**src/rtl/ryas_pkg.sv**
```systemverilog
// Shared constants, types and coefficient tables for the RGB to YUV 4:2:0 core.
// Used by every module of the block; depends on nothing.
`default_nettype none

package ryas_pkg;

  // Widest line the chroma line store supports, and the coefficient precision.
  localparam int MAX_WIDTH      = 4096;
  localparam int MAX_HEIGHT     = 4096;
  localparam int COEF_FRAC_BITS = 15;

  // Field and register widths.
  localparam int PIX_W   = 8;
  localparam int ALPHA_W = 9;
  localparam int DIM_W   = 13;
  localparam int CFG_W   = DIM_W;
  localparam int CNT_W   = DIM_W + 1;   // room for width, count + 1 and the width limit

  localparam int COL_W      = $clog2(MAX_WIDTH);
  localparam int ROW_W      = $clog2(MAX_HEIGHT);
  localparam int LINE_DEPTH = MAX_WIDTH / 2;
  localparam int LINE_AW    = COL_W - 1;
  localparam int W_LIMIT    = MAX_WIDTH - (MAX_WIDTH % 2);

  // Arithmetic widths.
  localparam int SCALE_W = PIX_W + ALPHA_W;          // channel * alpha_gain
  localparam int COEF_W  = COEF_FRAC_BITS + 2;       // signed, magnitude below one
  localparam int PROD_W  = COEF_W + SCALE_W + 1;
  localparam int ACC_W   = COEF_FRAC_BITS + 22;
  localparam int OUT_SHIFT = COEF_FRAC_BITS + 8;

  typedef logic signed [COEF_W-1:0] coef_t;
  typedef logic signed [ACC_W-1:0]  acc_t;

  // Configuration register indexes.
  typedef enum logic [1:0] {
    REG_ALPHA_GAIN   = 2'd0,
    REG_FRAME_WIDTH  = 2'd1,
    REG_FRAME_HEIGHT = 2'd2
  } cfg_reg_t;

  // Position of a pixel in the frame, carried with it down the pipeline.
  typedef struct packed {
    logic [LINE_AW-1:0] idx;
    logic               col_odd;
    logic               row_odd;
    logic               eof;
  } pix_pos_t;

  // Read request into the chroma line store.
  typedef struct packed {
    logic               en;
    logic [LINE_AW-1:0] idx;
  } line_rd_t;

  // Coefficient in millionths to signed fixed point, rounded half away from zero.
  function automatic coef_t quant_coef(longint micro);
    longint mag;
    longint q;
    mag = (micro < 0) ? -micro : micro;
    q   = ((mag << COEF_FRAC_BITS) + 64'sd500000) / 64'sd1000000;
    return (micro < 0) ? coef_t'(-q) : coef_t'(q);
  endfunction

  // Rows: Y, U, V. Columns: red, green, blue.
  localparam coef_t COEF_M [3][3] = '{
    '{quant_coef(256788),  quant_coef(504129),  quant_coef(97906)},
    '{quant_coef(-148223), quant_coef(-290993), quant_coef(439216)},
    '{quant_coef(439216),  quant_coef(-367788), quant_coef(-71427)}
  };

  // Output offset plus the half LSB used for round half up.
  localparam acc_t ACC_INIT [3] = '{
    acc_t'((longint'(16)  << OUT_SHIFT) + (longint'(1) << (OUT_SHIFT - 1))),
    acc_t'((longint'(128) << OUT_SHIFT) + (longint'(1) << (OUT_SHIFT - 1))),
    acc_t'((longint'(128) << OUT_SHIFT) + (longint'(1) << (OUT_SHIFT - 1)))
  };

endpackage

`default_nettype wire

```
**src/rtl/ryas_frame_ctr.sv**
```systemverilog
// Column and row counters that place each accepted pixel in the frame.
// Depends on ryas_pkg.
`default_nettype none

module ryas_frame_ctr
  import ryas_pkg::*;
(
  input  wire logic             clk,
  input  wire logic             rst,
  input  wire logic             accept,
  input  wire logic             start_of_frame,
  input  wire logic [DIM_W-1:0] frame_width,
  input  wire logic [DIM_W-1:0] frame_height,
  output pix_pos_t              pos
);

  logic [COL_W-1:0] column_count;
  logic [ROW_W-1:0] row_count;
  logic [COL_W-1:0] column_count_next;
  logic [ROW_W-1:0] row_count_next;

  logic [CNT_W-1:0] width_eff;
  logic [CNT_W-1:0] height_eff;
  logic [CNT_W-1:0] col_cur;
  logic [CNT_W-1:0] row_cur;

  // Clear bit 0, then clamp to the supported range.
  always_comb begin
    width_eff = {1'b0, frame_width[DIM_W-1:1], 1'b0};
    if (width_eff < CNT_W'(2)) begin
      width_eff = CNT_W'(2);
    end
    if (width_eff > CNT_W'(W_LIMIT)) begin
      width_eff = CNT_W'(W_LIMIT);
    end
    height_eff = {1'b0, frame_height[DIM_W-1:1], 1'b0};
    if (height_eff < CNT_W'(2)) begin
      height_eff = CNT_W'(2);
    end
    if (height_eff > CNT_W'(MAX_HEIGHT)) begin
      height_eff = CNT_W'(MAX_HEIGHT);
    end
  end

  always_comb begin
    col_cur = start_of_frame ? '0 : CNT_W'(column_count);
    row_cur = start_of_frame ? '0 : CNT_W'(row_count);

    pos.idx     = col_cur[COL_W-1:1];
    pos.col_odd = col_cur[0];
    pos.row_odd = row_cur[0];
    pos.eof     = (col_cur == width_eff - CNT_W'(1)) &&
                  (row_cur == height_eff - CNT_W'(1));

    if (col_cur + CNT_W'(1) >= width_eff) begin
      column_count_next = '0;
      if (row_cur + CNT_W'(1) >= height_eff) begin
        row_count_next = '0;
      end else begin
        row_count_next = ROW_W'(row_cur + CNT_W'(1));
      end
    end else begin
      column_count_next = COL_W'(col_cur + CNT_W'(1));
      row_count_next    = row_cur[ROW_W-1:0];
    end
  end

  always_ff @(posedge clk) begin
    if (rst) begin
      column_count <= '0;
      row_count    <= '0;
    end else if (accept) begin
      column_count <= column_count_next;
      row_count    <= row_count_next;
    end
  end

endmodule

`default_nettype wire

```
**config.mk**
```make
export PLATFORM = sky130hd
export DESIGN_NAME = ryas_frame_ctr
export DESIGN_NICKNAME = d
export VERILOG_FILES = /design/src/rtl/ryas_pkg.sv /design/src/rtl/ryas_frame_ctr.sv
export SDC_FILE = /design/constraint.sdc
export NUM_CORES = 1
export LEC_CHECK = 0
export ABC_AREA = 1
export ABC_CLOCK_PERIOD_IN_PS = 3100
export BUFFER_PORTS_ARGS = -buffer_cell sky130_fd_sc_hd__buf_2
export CAP_MARGIN = 20
export CORE_UTILIZATION = 50
export DETAILED_ROUTE_END_ITERATION = 16
export PLACE_DENSITY = 0.86
export REMOVE_ABC_BUFFERS = 1
export SLEW_MARGIN = 20
export SYNTH_ARGS = -nofsm -noshare
export SYNTH_HDL_FRONTEND = slang
export SYNTH_SLANG_ARGS = --single-unit
```
**constraint.sdc**
```tcl
create_clock -name clk -period 3.1 [get_ports clk]
set_input_delay 0.31 -clock clk [delete_from_list [all_inputs] [get_ports clk]]
set_output_delay 0.31 -clock clk [all_outputs]
set_load 0.01 [all_outputs]
```
== Yosys cells after proc, flatten, opt, wreduce, memory -nomap -nowiden ==
Cells that the tools add are included.

* Flip-flop bits (word level): 24
* Input bits: 30
* Output and inout bits: 14
* Logic and storage cells: 24

* $add $sub $neg: 4
* Order comparisons: 6
* Equality and inequality tests: 2
* Mux-type cells: 9
* Reductions and logical operators: 1

{| class="wikitable"
|+ Operators by type and width
! operator !! number
|-
| $mux W12 || 5
|-
| $eq A12 B14 Y1 || 2
|-
| $ge A14 B14 Y1 || 2
|-
| $gt A14 B13 Y1 const B || 2
|-
| $mux W14 || 2
|-
| $sub A14 B1 Y14 const B || 2
|-
| $add A12 B1 Y13 const B || 2
|-
| $lt A13 B2 Y1 const B || 2
|-
| $mux W13 || 2
|-
| $logic_and A1 B1 Y1 || 1
|}

== Longest topological paths before layout ==
* Depth in word-level cells: 7
* Gate-level depth with buffers: 20
* Mapped depth without buffers: 20

== Worst setup path after synthesis ==
No wires, ideal clock.

* Path type: input to register
* Start: input start_of_frame
* End: register row_count[11]
* Library setup time: 132 ps
* Arrival time: 3,051 ps
* Required time: 2,968 ps
* Path slack: -83 ps
* Stages on the path: 18
* Cell sequence: buf_2 nor2_1 ha_1 inv_1 nor3_2 nand2_1 nor3_2 nand3_1 xor2_1 ha_1 nand3_1 nor2_1 nand4_1 nand3_1 clkbuf_1 o21ai_0 o211ai_1 a21oi_1

{| class="wikitable"
|+ RTL lines
! what !! RTL line !! source
|-
| start: declaration || ryas_frame_ctr.sv:11 || <nowiki>input wire logic start_of_frame,</nowiki>
|-
| end signal: assignment || ryas_frame_ctr.sv:74 || <nowiki>row_count <= row_count_next;</nowiki>
|-
| end: declaration || ryas_frame_ctr.sv:18 || <nowiki>logic [ROW_W-1:0] row_count;</nowiki>
|}

== Worst setup path in the final report ==
* Start: register column_count[1]
* End: register row_count[8]

* Longest elaborated chain between the ends: 4

{| class="wikitable"
|+ RTL lines
! what !! RTL line !! source
|-
| start: declaration || ryas_frame_ctr.sv:17 || <nowiki>logic [COL_W-1:0] column_count;</nowiki>
|-
| start signal: assignment || ryas_frame_ctr.sv:73 || <nowiki>column_count <= column_count_next;</nowiki>
|-
| $mux W12 || ryas_frame_ctr.sv:46 || <nowiki>col_cur = start_of_frame ? '0 : CNT_W'(column_count);</nowiki>
|-
| $add A12 B1 Y13 || -- ||
|-
| $ge A14 B14 Y1 || ryas_frame_ctr.sv:55 || <nowiki>if (col_cur + CNT_W'(1) >= width_eff) begin</nowiki>
|-
| $mux W12 || ryas_frame_ctr.sv:55 ||
|}

Every way passes these cells.
A chain may end at the register's enable or synchronous reset.

==> flow_summary.json <==
{
  "rsz0062_at_grt": "yes",
  "clockRootBuffer": "clkbuf_8",
  "peakVddDrop_mv": 0.170,
  "holdCritPathClass": "in -> reg",
  "ys_warn_count": 0,
  "fmax_mhz": 297,
  "nets": 721,
  "dieArea_mm2": 0.00689,
  "vias": 4565,
  "grt_usage_pct": 31.7,
  "wirelength_um": 13600,
  "drv_slew": 0,
  "cts_buffers": 3,
  "max-slew-margin-rel_pct": 59.4,
  "max-cap-violations": 0,
  "path_clk_slew_ns": 0.09,
  "crit_path_start_kind": "flip-flop",
  "violations": "setup timing",
  "crit_fanout": 11,
  "antennaDiodeCount": 0,
  "tightest_slew_ns": 0.602,
  "min_period_ns": 3.36,
  "hpwl_um": 7860,
  "hold_violations": 0,
  "ys_ff_latch": 24,
  "portBuffers": 41,
  "required_ns": 3.25,
  "dp_slack_ns": -0.247,
  "syn_area_per_cell_um2": 6.05,
  "fp.dieW_um": 83,
  "critPathArrivalTime_ns": 3.52,
  "synth_area_mm2": 0.00328,
  "drt_iter0_markers": 723,
  "synthCells": 542,
  "insertion_delay_ns": 0.28,
  "grt_pass1_wl_um": 18100,
  "grt_pass1_vias": 4117,
  "static-leakage-power_nw": 2.34,
  "grt-ovfl-total": 0,
  "cts_tree": "done",
  "ys_seq_area_share_pct": 14.6,
  "grt_max_degree": 23,
  "core_mm2": 0.00635,
  "cts_sinks": 24,
  "final_common_cell": "nand2_1",
  "cts_buffer_depth": 2,
  "area_delta_synth_final_pct": 40.1,
  "layout_common_cells": "nand2_1, buf_4, inv_1",
  "htree_levels": 1,
  "die_height_um": 83,
  "drive_above_1_share_pct": 36.0,
  "ant_nets": 0,
  "initial_core_util_pct": 51.7,
  "fin_crit_sh_pct": 109,
  "endpoint_kind": "flip-flop",
  "worst-setup-path-type": "reg -> reg",
  "status": "finished, violations left",
  "row_count": 29,
  "finalSetupTns_ns": -5.27,
  "finalSetupViolations": 25,
  "power_density_mw_per_mm2": 201,
  "dr.pass1.iters": 9,
  "drc": 0,
  "gp_congestion": 0.960,
  "netlist-cell-type-count": 36,
  "via_per_inst": 6.18,
  "finClkSkew_ns": 0.000946,
  "io_pins": 44,
  "setup_ws_ns": -0.264,
  "antenna_found_initial": 0,
  "wl_per_cell_um": 18.4
}
## repair_timing
item,CTS,global route
gates resized for setup,26,90
endpoints found under the setup margin,25,25
cloned,2,1
hold buffers,0,0
pin swaps,15,55
buffers inserted,7,14
## final cells by class
cell class              count  area (um2)
repair buffers            128         922
well taps                  77        96.3
multi-input cells         411        2660
clock buffers               4        55.1
inverters                  94         369
repair inverters            1        5.00
fillers                   403        1750
flip-flops and latches     24         488
## worst max-delay path, cell delays in order, from the launching register on
cell      delay (ns)
dfxtp_2         0.36
inv_4           0.05
nor2_4          0.12
ha_2            0.19
inv_2           0.05
nor3_4          0.20
buf_4           0.13
buf_4           0.11
nor2_1          0.06
a21oi_1         0.26
ha_1            0.19
nand2_1         0.12
o311ai_1        0.46
nand4_1         0.26
nand3_4         0.21
buf_6           0.18
nand2_1         0.09
o211ai_1        0.10
a21oi_1         0.09
## logic make-up after synthesis
logic type,Yosys count,synth area share (%)
AOI/OAI and AO/OA,84,15.6
xor gates and xnor gates,32,8.54
adders and majority gates,28,10.7
buffers and inverters,107,13.5
DFF,24,14.6
and+or+nand+nor,267,37.0
## layer usage
metal / GRT usage [%] / share of wire, %
met5: 0 / 0
met4: 18.2 / 10
met3: 6.36 / 11
met2: 55.1 / 44
met1: 36.0 / 34
## through the flow
stage	instance area [um2]	total power, mW	cells	utilization (%)	hold slack [ns]
after floorplan	3190	0.488	529	-	0.379
after global placement	4010	0.600	714	63.1	0.453
after detailed placement	4010	0.614	714	63.1	0.461
after CTS	4270	0.842	727	67.3	0.455
after global routing	4600	0.965	739	72.4	0.478
final	4600	0.926	739	72.4	0.466
## sequential cells by signal, indices dropped and copies added, names as in the netlist
| signal | cells |
|---|---|
| row_count | 12 |
| column_count | 12 |
## path summary, 6_finish.rpt
path | from | endpoint | slack, ns | cells after the start
setup / recovery | column_count[1] | row_count[8] | -0.26 | 18
hold / removal | rst | column_count[10] | 0.47 | 2
setup reg to reg | column_count[1] | row_count[8] | -0.26 | 18
hold reg to reg | row_count[11] | row_count[11] | 0.48 | 2
## synth_stat cells
cell type | n | area share, %
buf_12 | 1 | 0.61
o31ai_1 | 2 | 0.46
nand2_1 | 126 | 14
o311ai_0 | 3 | 0.80
nor3_1 | 2 | 0.31
xor2_1 | 24 | 6.4
buf_6 | 3 | 1.0
o21ai_0 | 15 | 2.3
nor3_2 | 5 | 1.5
clkbuf_1 | 7 | 0.80
dfxtp_1 | 24 | 15
a221oi_1 | 2 | 0.53
xnor2_1 | 8 | 2.1
clkinv_1 | 2 | 0.23
nor2_4 | 2 | 0.69
nand3_1 | 45 | 6.9
nand3_2 | 1 | 0.31
buf_2 | 2 | 0.31
nand4_2 | 1 | 0.38
nor2_1 | 54 | 6.2
o31ai_2 | 1 | 0.38
ha_1 | 28 | 11
a21o_1 | 2 | 0.46
inv_2 | 7 | 0.80
nand2_2 | 10 | 1.9
o211ai_1 | 11 | 2.5
nor4_1 | 3 | 0.57
o21ai_2 | 2 | 0.53
nor2_2 | 5 | 0.95
o21ai_1 | 4 | 0.61
nand4_1 | 10 | 1.9
inv_1 | 85 | 9.7
a22oi_1 | 7 | 1.6
a21oi_1 | 34 | 5.2
nand2_4 | 3 | 1.0
o21bai_1 | 1 | 0.23
## report_power, final
group	internal [mW]	switching, mW	leakage, nW
Sequential	0.314	0.00505	0.197
Clock	0.114	0.114	0.0288
Combinational	0.141	0.238	2.12
Total	0.569	0.357	2.34
No activity file was read; power rests on OpenSTA's default activity.
