[src/rtl/ryas_pkg.sv]
// Shared constants, types and coefficient tables for the RGB to YUV 4:2:0 core.
// Used by every module of the block; depends on nothing.
`default_nettype none

package ryas_pkg;

  // Widest line the chroma line store supports, and the coefficient precision.
  localparam int MAX_WIDTH      = 4096;
  localparam int MAX_HEIGHT     = 4096;
  localparam int COEF_FRAC_BITS = 15;

  // Field and register widths.
  localparam int PIX_W   = 8;
  localparam int ALPHA_W = 9;
  localparam int DIM_W   = 13;
  localparam int CFG_W   = DIM_W;
  localparam int CNT_W   = DIM_W + 1;   // room for width, count + 1 and the width limit

  localparam int COL_W      = $clog2(MAX_WIDTH);
  localparam int ROW_W      = $clog2(MAX_HEIGHT);
  localparam int LINE_DEPTH = MAX_WIDTH / 2;
  localparam int LINE_AW    = COL_W - 1;
  localparam int W_LIMIT    = MAX_WIDTH - (MAX_WIDTH % 2);

  // Arithmetic widths.
  localparam int SCALE_W = PIX_W + ALPHA_W;          // channel * alpha_gain
  localparam int COEF_W  = COEF_FRAC_BITS + 2;       // signed, magnitude below one
  localparam int PROD_W  = COEF_W + SCALE_W + 1;
  localparam int ACC_W   = COEF_FRAC_BITS + 22;
  localparam int OUT_SHIFT = COEF_FRAC_BITS + 8;

  typedef logic signed [COEF_W-1:0] coef_t;
  typedef logic signed [ACC_W-1:0]  acc_t;

  // Configuration register indexes.
  typedef enum logic [1:0] {
    REG_ALPHA_GAIN   = 2'd0,
    REG_FRAME_WIDTH  = 2'd1,
    REG_FRAME_HEIGHT = 2'd2
  } cfg_reg_t;

  // Position of a pixel in the frame, carried with it down the pipeline.
  typedef struct packed {
    logic [LINE_AW-1:0] idx;
    logic               col_odd;
    logic               row_odd;
    logic               eof;
  } pix_pos_t;

  // Read request into the chroma line store.
  typedef struct packed {
    logic               en;
    logic [LINE_AW-1:0] idx;
  } line_rd_t;

  // Coefficient in millionths to signed fixed point, rounded half away from zero.
  function automatic coef_t quant_coef(longint micro);
    longint mag;
    longint q;
    mag = (micro < 0) ? -micro : micro;
    q   = ((mag << COEF_FRAC_BITS) + 64'sd500000) / 64'sd1000000;
    return (micro < 0) ? coef_t'(-q) : coef_t'(q);
  endfunction

  // Rows: Y, U, V. Columns: red, green, blue.
  localparam coef_t COEF_M [3][3] = '{
    '{quant_coef(256788),  quant_coef(504129),  quant_coef(97906)},
    '{quant_coef(-148223), quant_coef(-290993), quant_coef(439216)},
    '{quant_coef(439216),  quant_coef(-367788), quant_coef(-71427)}
  };

  // Output offset plus the half LSB used for round half up.
  localparam acc_t ACC_INIT [3] = '{
    acc_t'((longint'(16)  << OUT_SHIFT) + (longint'(1) << (OUT_SHIFT - 1))),
    acc_t'((longint'(128) << OUT_SHIFT) + (longint'(1) << (OUT_SHIFT - 1))),
    acc_t'((longint'(128) << OUT_SHIFT) + (longint'(1) << (OUT_SHIFT - 1)))
  };

endpackage

`default_nettype wire

[src/rtl/ryas_csc.sv]
// Three-stage color conversion pipeline: alpha scale, matrix products, sum and saturate.
// Depends on ryas_pkg; issues the line store read for chroma rows.
`default_nettype none

module ryas_csc
  import ryas_pkg::*;
(
  input  wire logic               clk,
  input  wire logic               rst,
  input  wire logic [ALPHA_W-1:0] alpha_gain,
  input  wire logic               pix_valid,
  output logic                    pix_ready,
  input  wire logic [PIX_W-1:0]   red,
  input  wire logic [PIX_W-1:0]   green,
  input  wire logic [PIX_W-1:0]   blue,
  input  wire pix_pos_t           pix_pos,
  output logic                    csc_valid,
  input  wire logic               csc_ready,
  output logic [PIX_W-1:0]        csc_y,
  output logic [PIX_W-1:0]        csc_u,
  output logic [PIX_W-1:0]        csc_v,
  output pix_pos_t                csc_pos,
  output line_rd_t                line_rd
);

  function automatic logic [PIX_W-1:0] sat8(acc_t a);
    acc_t q;
    q = a >>> OUT_SHIFT;
    if (a < 0) begin
      return '0;
    end else if (q > acc_t'(255)) begin
      return '1;
    end else begin
      return q[PIX_W-1:0];
    end
  endfunction

  logic en1, en2, en3;
  logic v1, v2, v3;

  logic [SCALE_W-1:0]      scaled1 [3];
  pix_pos_t                pos1;
  logic signed [PROD_W-1:0] prod2  [3][3];
  pix_pos_t                pos2;
  logic [PIX_W-1:0]        yuv3    [3];
  pix_pos_t                pos3;

  acc_t acc [3];
  logic [PIX_W-1:0] chan [3];

  // Stages advance independently, so bubbles are squeezed out under stall.
  assign en3       = !v3 || csc_ready;
  assign en2       = !v2 || en3;
  assign en1       = !v1 || en2;
  assign pix_ready = en1;

  assign chan[0] = red;
  assign chan[1] = green;
  assign chan[2] = blue;

  always_comb begin
    for (int k = 0; k < 3; k++) begin
      acc[k] = ACC_INIT[k] + acc_t'(prod2[k][0]) + acc_t'(prod2[k][1]) +
               acc_t'(prod2[k][2]);
    end
  end

  always_ff @(posedge clk) begin
    if (rst) begin
      v1 <= 1'b0;
      v2 <= 1'b0;
      v3 <= 1'b0;
    end else begin
      if (en1) begin
        v1 <= pix_valid;
      end
      if (en2) begin
        v2 <= v1;
      end
      if (en3) begin
        v3 <= v2;
      end
    end
  end

  always_ff @(posedge clk) begin
    if (en1) begin
      for (int i = 0; i < 3; i++) begin
        scaled1[i] <= SCALE_W'(chan[i]) * SCALE_W'(alpha_gain);
      end
      pos1 <= pix_pos;
    end
    if (en2) begin
      for (int k = 0; k < 3; k++) begin
        for (int i = 0; i < 3; i++) begin
          prod2[k][i] <= COEF_M[k][i] * $signed({1'b0, scaled1[i]});
        end
      end
      pos2 <= pos1;
    end
    if (en3) begin
      for (int k = 0; k < 3; k++) begin
        yuv3[k] <= sat8(acc[k]);
      end
      pos3 <= pos2;
    end
  end

  // The pair sum is fetched as an odd-row, odd-column pixel enters the last stage.
  assign line_rd.en  = en3 && v2 && pos2.col_odd && pos2.row_odd;
  assign line_rd.idx = pos2.idx;

  assign csc_valid = v3;
  assign csc_y     = yuv3[0];
  assign csc_u     = yuv3[1];
  assign csc_v     = yuv3[2];
  assign csc_pos   = pos3;

endmodule

`default_nettype wire

[config.mk]
export PLATFORM = sky130hd
export DESIGN_NAME = ryas_csc
export DESIGN_NICKNAME = d
export VERILOG_FILES = /design/src/rtl/ryas_pkg.sv /design/src/rtl/ryas_csc.sv
export SDC_FILE = /design/constraint.sdc
export NUM_CORES = 2
export LEC_CHECK = 0
export BUFFER_PORTS_ARGS = -buffer_cell sky130_fd_sc_hd__buf_4
export CAP_MARGIN = 25
export CORE_ASPECT_RATIO = 2
export CORE_UTILIZATION = 38
export CTS_BUF_LIST = sky130_fd_sc_hd__clkbuf_8
export DETAILED_ROUTE_END_ITERATION = 10
export GPL_TIMING_DRIVEN = 0
export MAX_ROUTING_LAYER = met4
export PLACE_DENSITY_LB_ADDON = 0.12
export RECOVER_POWER = 100
export SYNTH_ARGS = -nofsm -noshare
export SYNTH_HDL_FRONTEND = slang
export SYNTH_SLANG_ARGS = --single-unit
export TNS_END_PERCENT = 10
[constraint.sdc]
create_clock -name clk -period 7.7 [get_ports clk]
set_clock_uncertainty 0.1 [all_clocks]
set_input_delay 0.77 -clock clk [delete_from_list [all_inputs] [get_ports clk]]
set_output_delay 0.77 -clock clk [all_outputs]
set_load 0.01 [all_outputs]
=== Word level (Yosys, flattened, before mapping) ===
Memory sizes are Yosys's and may differ from the RTL's.
Index checks and enable logic that the tools add are counted.
Widths: inputs -> output; s select.

* Output and inout port bits: 52
* Memory bits (read-only): 0
* Register bits: 45
* Input port bits: 51
* Memories kept: 3
* Memory bits (writable): 390
* Latch bits: 0
* Logic and storage cells: 69

{| class="wikitable"
|+ Memory list
! memory !! depth !! bits a word !! rd ports !! clocked after memory_dff !! wr ports !! RTL line !! source
|-
| prod2 || 3 || 105 || 3 || 0 || 3 || ryas_csc.sv:43 || <nowiki>logic signed [PROD_W-1:0] prod2 [3][3];</nowiki>
|-
| scaled1 || 3 || 17 || 3 || 0 || 3 || ryas_csc.sv:41 || <nowiki>logic [SCALE_W-1:0] scaled1 [3];</nowiki>
|-
| yuv3 || 3 || 8 || 3 || 0 || 3 || ryas_csc.sv:45 || <nowiki>logic [PIX_W-1:0] yuv3 [3];</nowiki>
|}

* Multiplexer cells: 15
* Equality and inequality tests: 0
* Bitwise gates (word level): 0
* Shift-type cells: 0
* Magnitude comparators: 6
* Multipliers: 12
* Reduce and logical (&&, ||, !) cells: 9
* Add/sub/neg operators: 9
* Divide/modulo/power cells: 0

{| class="wikitable"
|+ Operators with widths
! operator !! number
|-
| $add 36x35->37 || 3
|-
| $add 37x35->37 || 3
|-
| $lt 37x1->1 const B || 3
|-
| $add 32x35->36 const A || 2
|-
| $mux 8 || 9
|-
| $mul 13x18->31 const A || 2
|-
| $mul 11x17->28 const A || 2
|-
| $mul 8x9->17 || 3
|-
| $gt 14x9->1 const B || 3
|-
| $add 29x35->36 const A || 1
|-
| $mul 15x18->33 const A || 1
|-
| $mul 14x18->32 const A || 1
|-
| $mul 15x17->32 const A || 1
|-
| $mul 13x17->30 const A || 1
|-
| $mul 9x17->26 const A || 1
|-
| $mux 1 || 6
|-
| $logic_and 1x1->1 || 3
|-
| $logic_not 1->1 || 3
|-
| $logic_or 1x1->1 || 3
|}

=== Logic depth before layout (Yosys ltp) ===
An unclocked memory read counts as a cell.

* Depth in word-level cells: 8
* Mapped depth: 25

=== Worst setup path before layout ===
OpenSTA, ideal clock, no wires.

* Path type: input-to-reg
* Start point: input csc_ready
* End point: register pos2, in the netlist line_rd[0], enable pin
* Cell stages on the path: 2
* Path slack: 17 ps
* Data arrival time: 5505 ps
* Path through: nor2b_1 -> nand2_1

* Longest elaborated chain between the ends: 2

{| class="wikitable"
|+ RTL lines
! item !! RTL line !! source
|-
| from (decl) || ryas_csc.sv:18 || <nowiki>input wire logic csc_ready,</nowiki>
|-
| $logic_or 1x1->1 || ryas_csc.sv:52 || <nowiki>assign en3 = !v3 || csc_ready;</nowiki>
|-
| $logic_or 1x1->1 || ryas_csc.sv:53 || <nowiki>assign en2 = !v2 || en3;</nowiki>
|-
| via en2 || ryas_csc.sv:38 || <nowiki>logic en1, en2, en3;</nowiki>
|-
| to (signal assigned) || ryas_csc.sv:99 || <nowiki>pos2 <= pos1;</nowiki>
|-
| to (decl) || ryas_csc.sv:44 || <nowiki>pix_pos_t pos2;</nowiki>
|}

The timed path passes the listed nets, and every way through them passes these cells.
A chain may end at the register's enable or synchronous reset.

==> metrics.md <==
| Metric | Value |
|---|---|
| Root Driver | `clkbuf_8` |
| Syn_nets | `7299` |
| Total wire length | `160 mm` |
| Most common cell after layout, fill and taps aside | `inv_1` |
| Crit path DAT | `between 7000 and 8000 ps` |
| DR WL/cell | `21.2 µm` |
| Worst r2r src | `scaled1[0][27]` |
| Synth Warn # | `0` |
| Endpoints failing hold | `0` |
| GPL Wtd Cong | `0.946` |
| Max-Cap Viols | `6` |
| Crit Path Class | `reg -> reg` |
| Final setup viols | `0` |
| PnR worst setup slack | `282 ps` |
| Period utilization | `96.3%` |
| Register area share after synthesis | `between 20% and 30%` |
| Tmin final | `7420 ps` |
| Crit-path max FO | `11` |
| Syn Std Cell Area | `55900 µm²` |
| CTS tree | `built` |
| Crit path from | `scaled1[0][27]` |
| CTS H-tree lvls | `3` |
| Status | `finished, violations left` |
| Placed Area | `59300 µm²` |
| Initial antenna violation count | `15` |
| Share of cells above drive strength 1 | `4.05%` |
| Die Ht | `544 µm` |
| Post-Layout Cell Count | `7545` |
| DR vias | `36600` |
| Slack of the worst reg-to-reg path | `280 ps` |
| Slew margin rel. | `-148%` |
| Worst Tran Pin Value | `3720 ps` |
| Final Core Density | `41.7%` |
| Setup WS pre-CTS | `-305 ps` |
| Met3 wire len | `3.07 mm` |
| Port buffer count | `93` |
| CP endpoint | `prod2[2][69]` |
| R2R cell count | `21` |
| Mean number of vias per cell | `4.86` |
| Ys async rst share | `0%` |
| Full die area | `149000 µm²` |
| Most frequent cells in the layout | `1447 x inv_1, 1203 x ha_1, 704 x fa_1` |
| Site row count | `198` |
| Post-synth EDFFs | `376` |
| Std-Cell Core Area | `146000 µm²` |
| Die Wd | `273 µm` |
| Grt ovf | `0` |
| Routed met1 length | `between 50 and 60 mm` |
| Post-CTS Hold Fix Bufs | `0` |
| Placed insts | `~7400` |
| Io pins | `between 100 and 150` |
| Drt initial violations | `1209` |
| Largest net degree at the start of global routing | `68` |
| Clock Sinks | `379` |
| Main flop type after synthesis | `edfxtp_1` |
| F_max | `0.135 GHz` |
| Post-route cell area | `slightly above 60000 µm²` |
| Mapped Cells | `5341` |
| Final Slew Violations | `between 300 and 400` |
| Top sig layer | `met4` |
| Post-DRT Antenna Nets | `0` |
| Clock transition at path regs | `roughly 70 ps` |
| Worst reg2reg path endpoint | `prod2[2][69]` |
| CTS buffer count | `67` |
| WHS Path Cells | `2` |
| Violated checks | `max-capacitance violations, max-slew violations` |
| Worst-Skew Late Latency | `790 ps` |
| Total Nets Final | `7532` |
| Residual DRC | `0` |
| Vias in the first global route | `40500` |
| Clock Tree Buf Depth | `3` |
| WP data required | `8110 ps` |
| Distinct cells, synth | `72` |
| Yosys reg bits | `379` |
| HP Class | `in -> reg` |
| Setup crit end kind | `flop` |
| RSZ-0062 raised after global routing | `false` |
| First-pass GRT wire length | `241 mm` |
| GRT Total Usage | `22.9%` |
| Dpl hpwl | `139 mm` |
| Starting Density | `around two fifths` |
| Area delta synth->final | `8.60%` |
| Startpoint types | `flop` |
| DRT Pass-1 Iters | `5` |
| Met2 wire length | `89.3 mm` |
| Post-synthesis average cell area | `about 10 µm²` |
## registers in the layout, summed over array words and instances, names as in the netlist
| name | count |
|---|---|
| line_rd | 11 |
| pos1 | 14 |
| csc_valid | 1 |
| v1 | 1 |
| csc_pos | 14 |
| pos2 | 3 |
| prod2 | 259 |
| scaled1 | 51 |
| yuv3 | 24 |
| v2 | 1 |
## cell usage after synthesis, types with 32 or more instances
cell type     n  area, µm²
inv_1      1430       5370
ha_1       1203      15100
fa_1        704      14100
edfxtp_1    376      11300
a21oi_1     230       1150
xnor2_1     206       1800
nand2_1     201        754
nor2_1      122        458
and2_1      114        713
a21o_1      100        751
o21ai_0      98        490
xor2_1       64        561
o21bai_1     50        375
nand3_1      37        185
nor3_1       34        170
o21a_1       33        248
nor2b_1      32        200
## layer usage
metal	global-route usage [%]	vias up
met5	-	-
met4	17.2	0
met3	1.50	298
met2	43.8	533
met1	21.0	18100
li1	-	17700
## critical path, cell delays in order, from the launching register on
cell and delay, ps:
edfxtp_1 930, ha_1 490, inv_1 150, fa_1 450
fa_1 520, inv_1 50, fa_1 460, fa_1 470
inv_1 90, fa_1 410, ha_1 380, a21o_1 200
a21o_1 180, a21oi_1 190, nor2_1 70, a21oi_1 160
o211ai_1 140, a31oi_1 640, o21bai_1 250, a211o_1 350
a21oi_1 200, xnor2_1 270
## layout make-up
class / count / area (µm²)
Multi-Input combinational cell: 3492 / 39000
Clock inverter: 51 / 364
Inverter: 1430 / 5370
Timing Repair Buffer: 164 / 1080
Buffer: 40 / 191
Clock buffer: 69 / 950
Tap cell: 1900 / 2380
Sequential cell: 379 / 11400
Antenna cell: 20 / 50.0
Fill cell: 14600 / 85000
## kinds of logic (layout without fill, tap and decap cells)
| group | after synthesis | count (layout) | share of synthesized area [%] |
|---|---|---|---|
| fa+ha+maj | 1907 | 1907 | 52.1 |
| buf+inv | 1470 | 1754 | 9.94 |
| simple gates | 662 | 662 | 5.88 |
| compound gates | 653 | 653 | 7.51 |
| flops | 379 | 379 | 20.3 |
| xor+xnor | 270 | 270 | 4.23 |
| other cells | 0 | 20 | 0 |
## how the worst min path moves through the flow
stage             from          to  slack, ps
3_5_place_dp   pos1[6]  line_rd[3]        310
4_1_cts            rst   csc_valid          2
6_report           rst   csc_valid         70
3_3_place_gp   pos1[1]     pos2[1]        300
5_1_grt            rst          v1         60
2_1_floorplan  pos2[0]  csc_pos[0]        300
## metrics by stage
step | hold slack, ps | TNS, ps
finish | 71.9 | 0
global route | 58.0 | 0
CTS | 1.87 | -6.24
detailed placement | 310 | -740
global placement | 303 | -1053290
floorplan | 300 | 0
## what timing repair did
action | 4_1_cts | 5_1_grt
setup endpoints to repair | 6 | 6
setup buffers | 6 | 43
resized for setup | 2 | 1
Power is not shown: default switching activity piles up to over one toggle a cycle in this logic, so the estimate is an artifact.
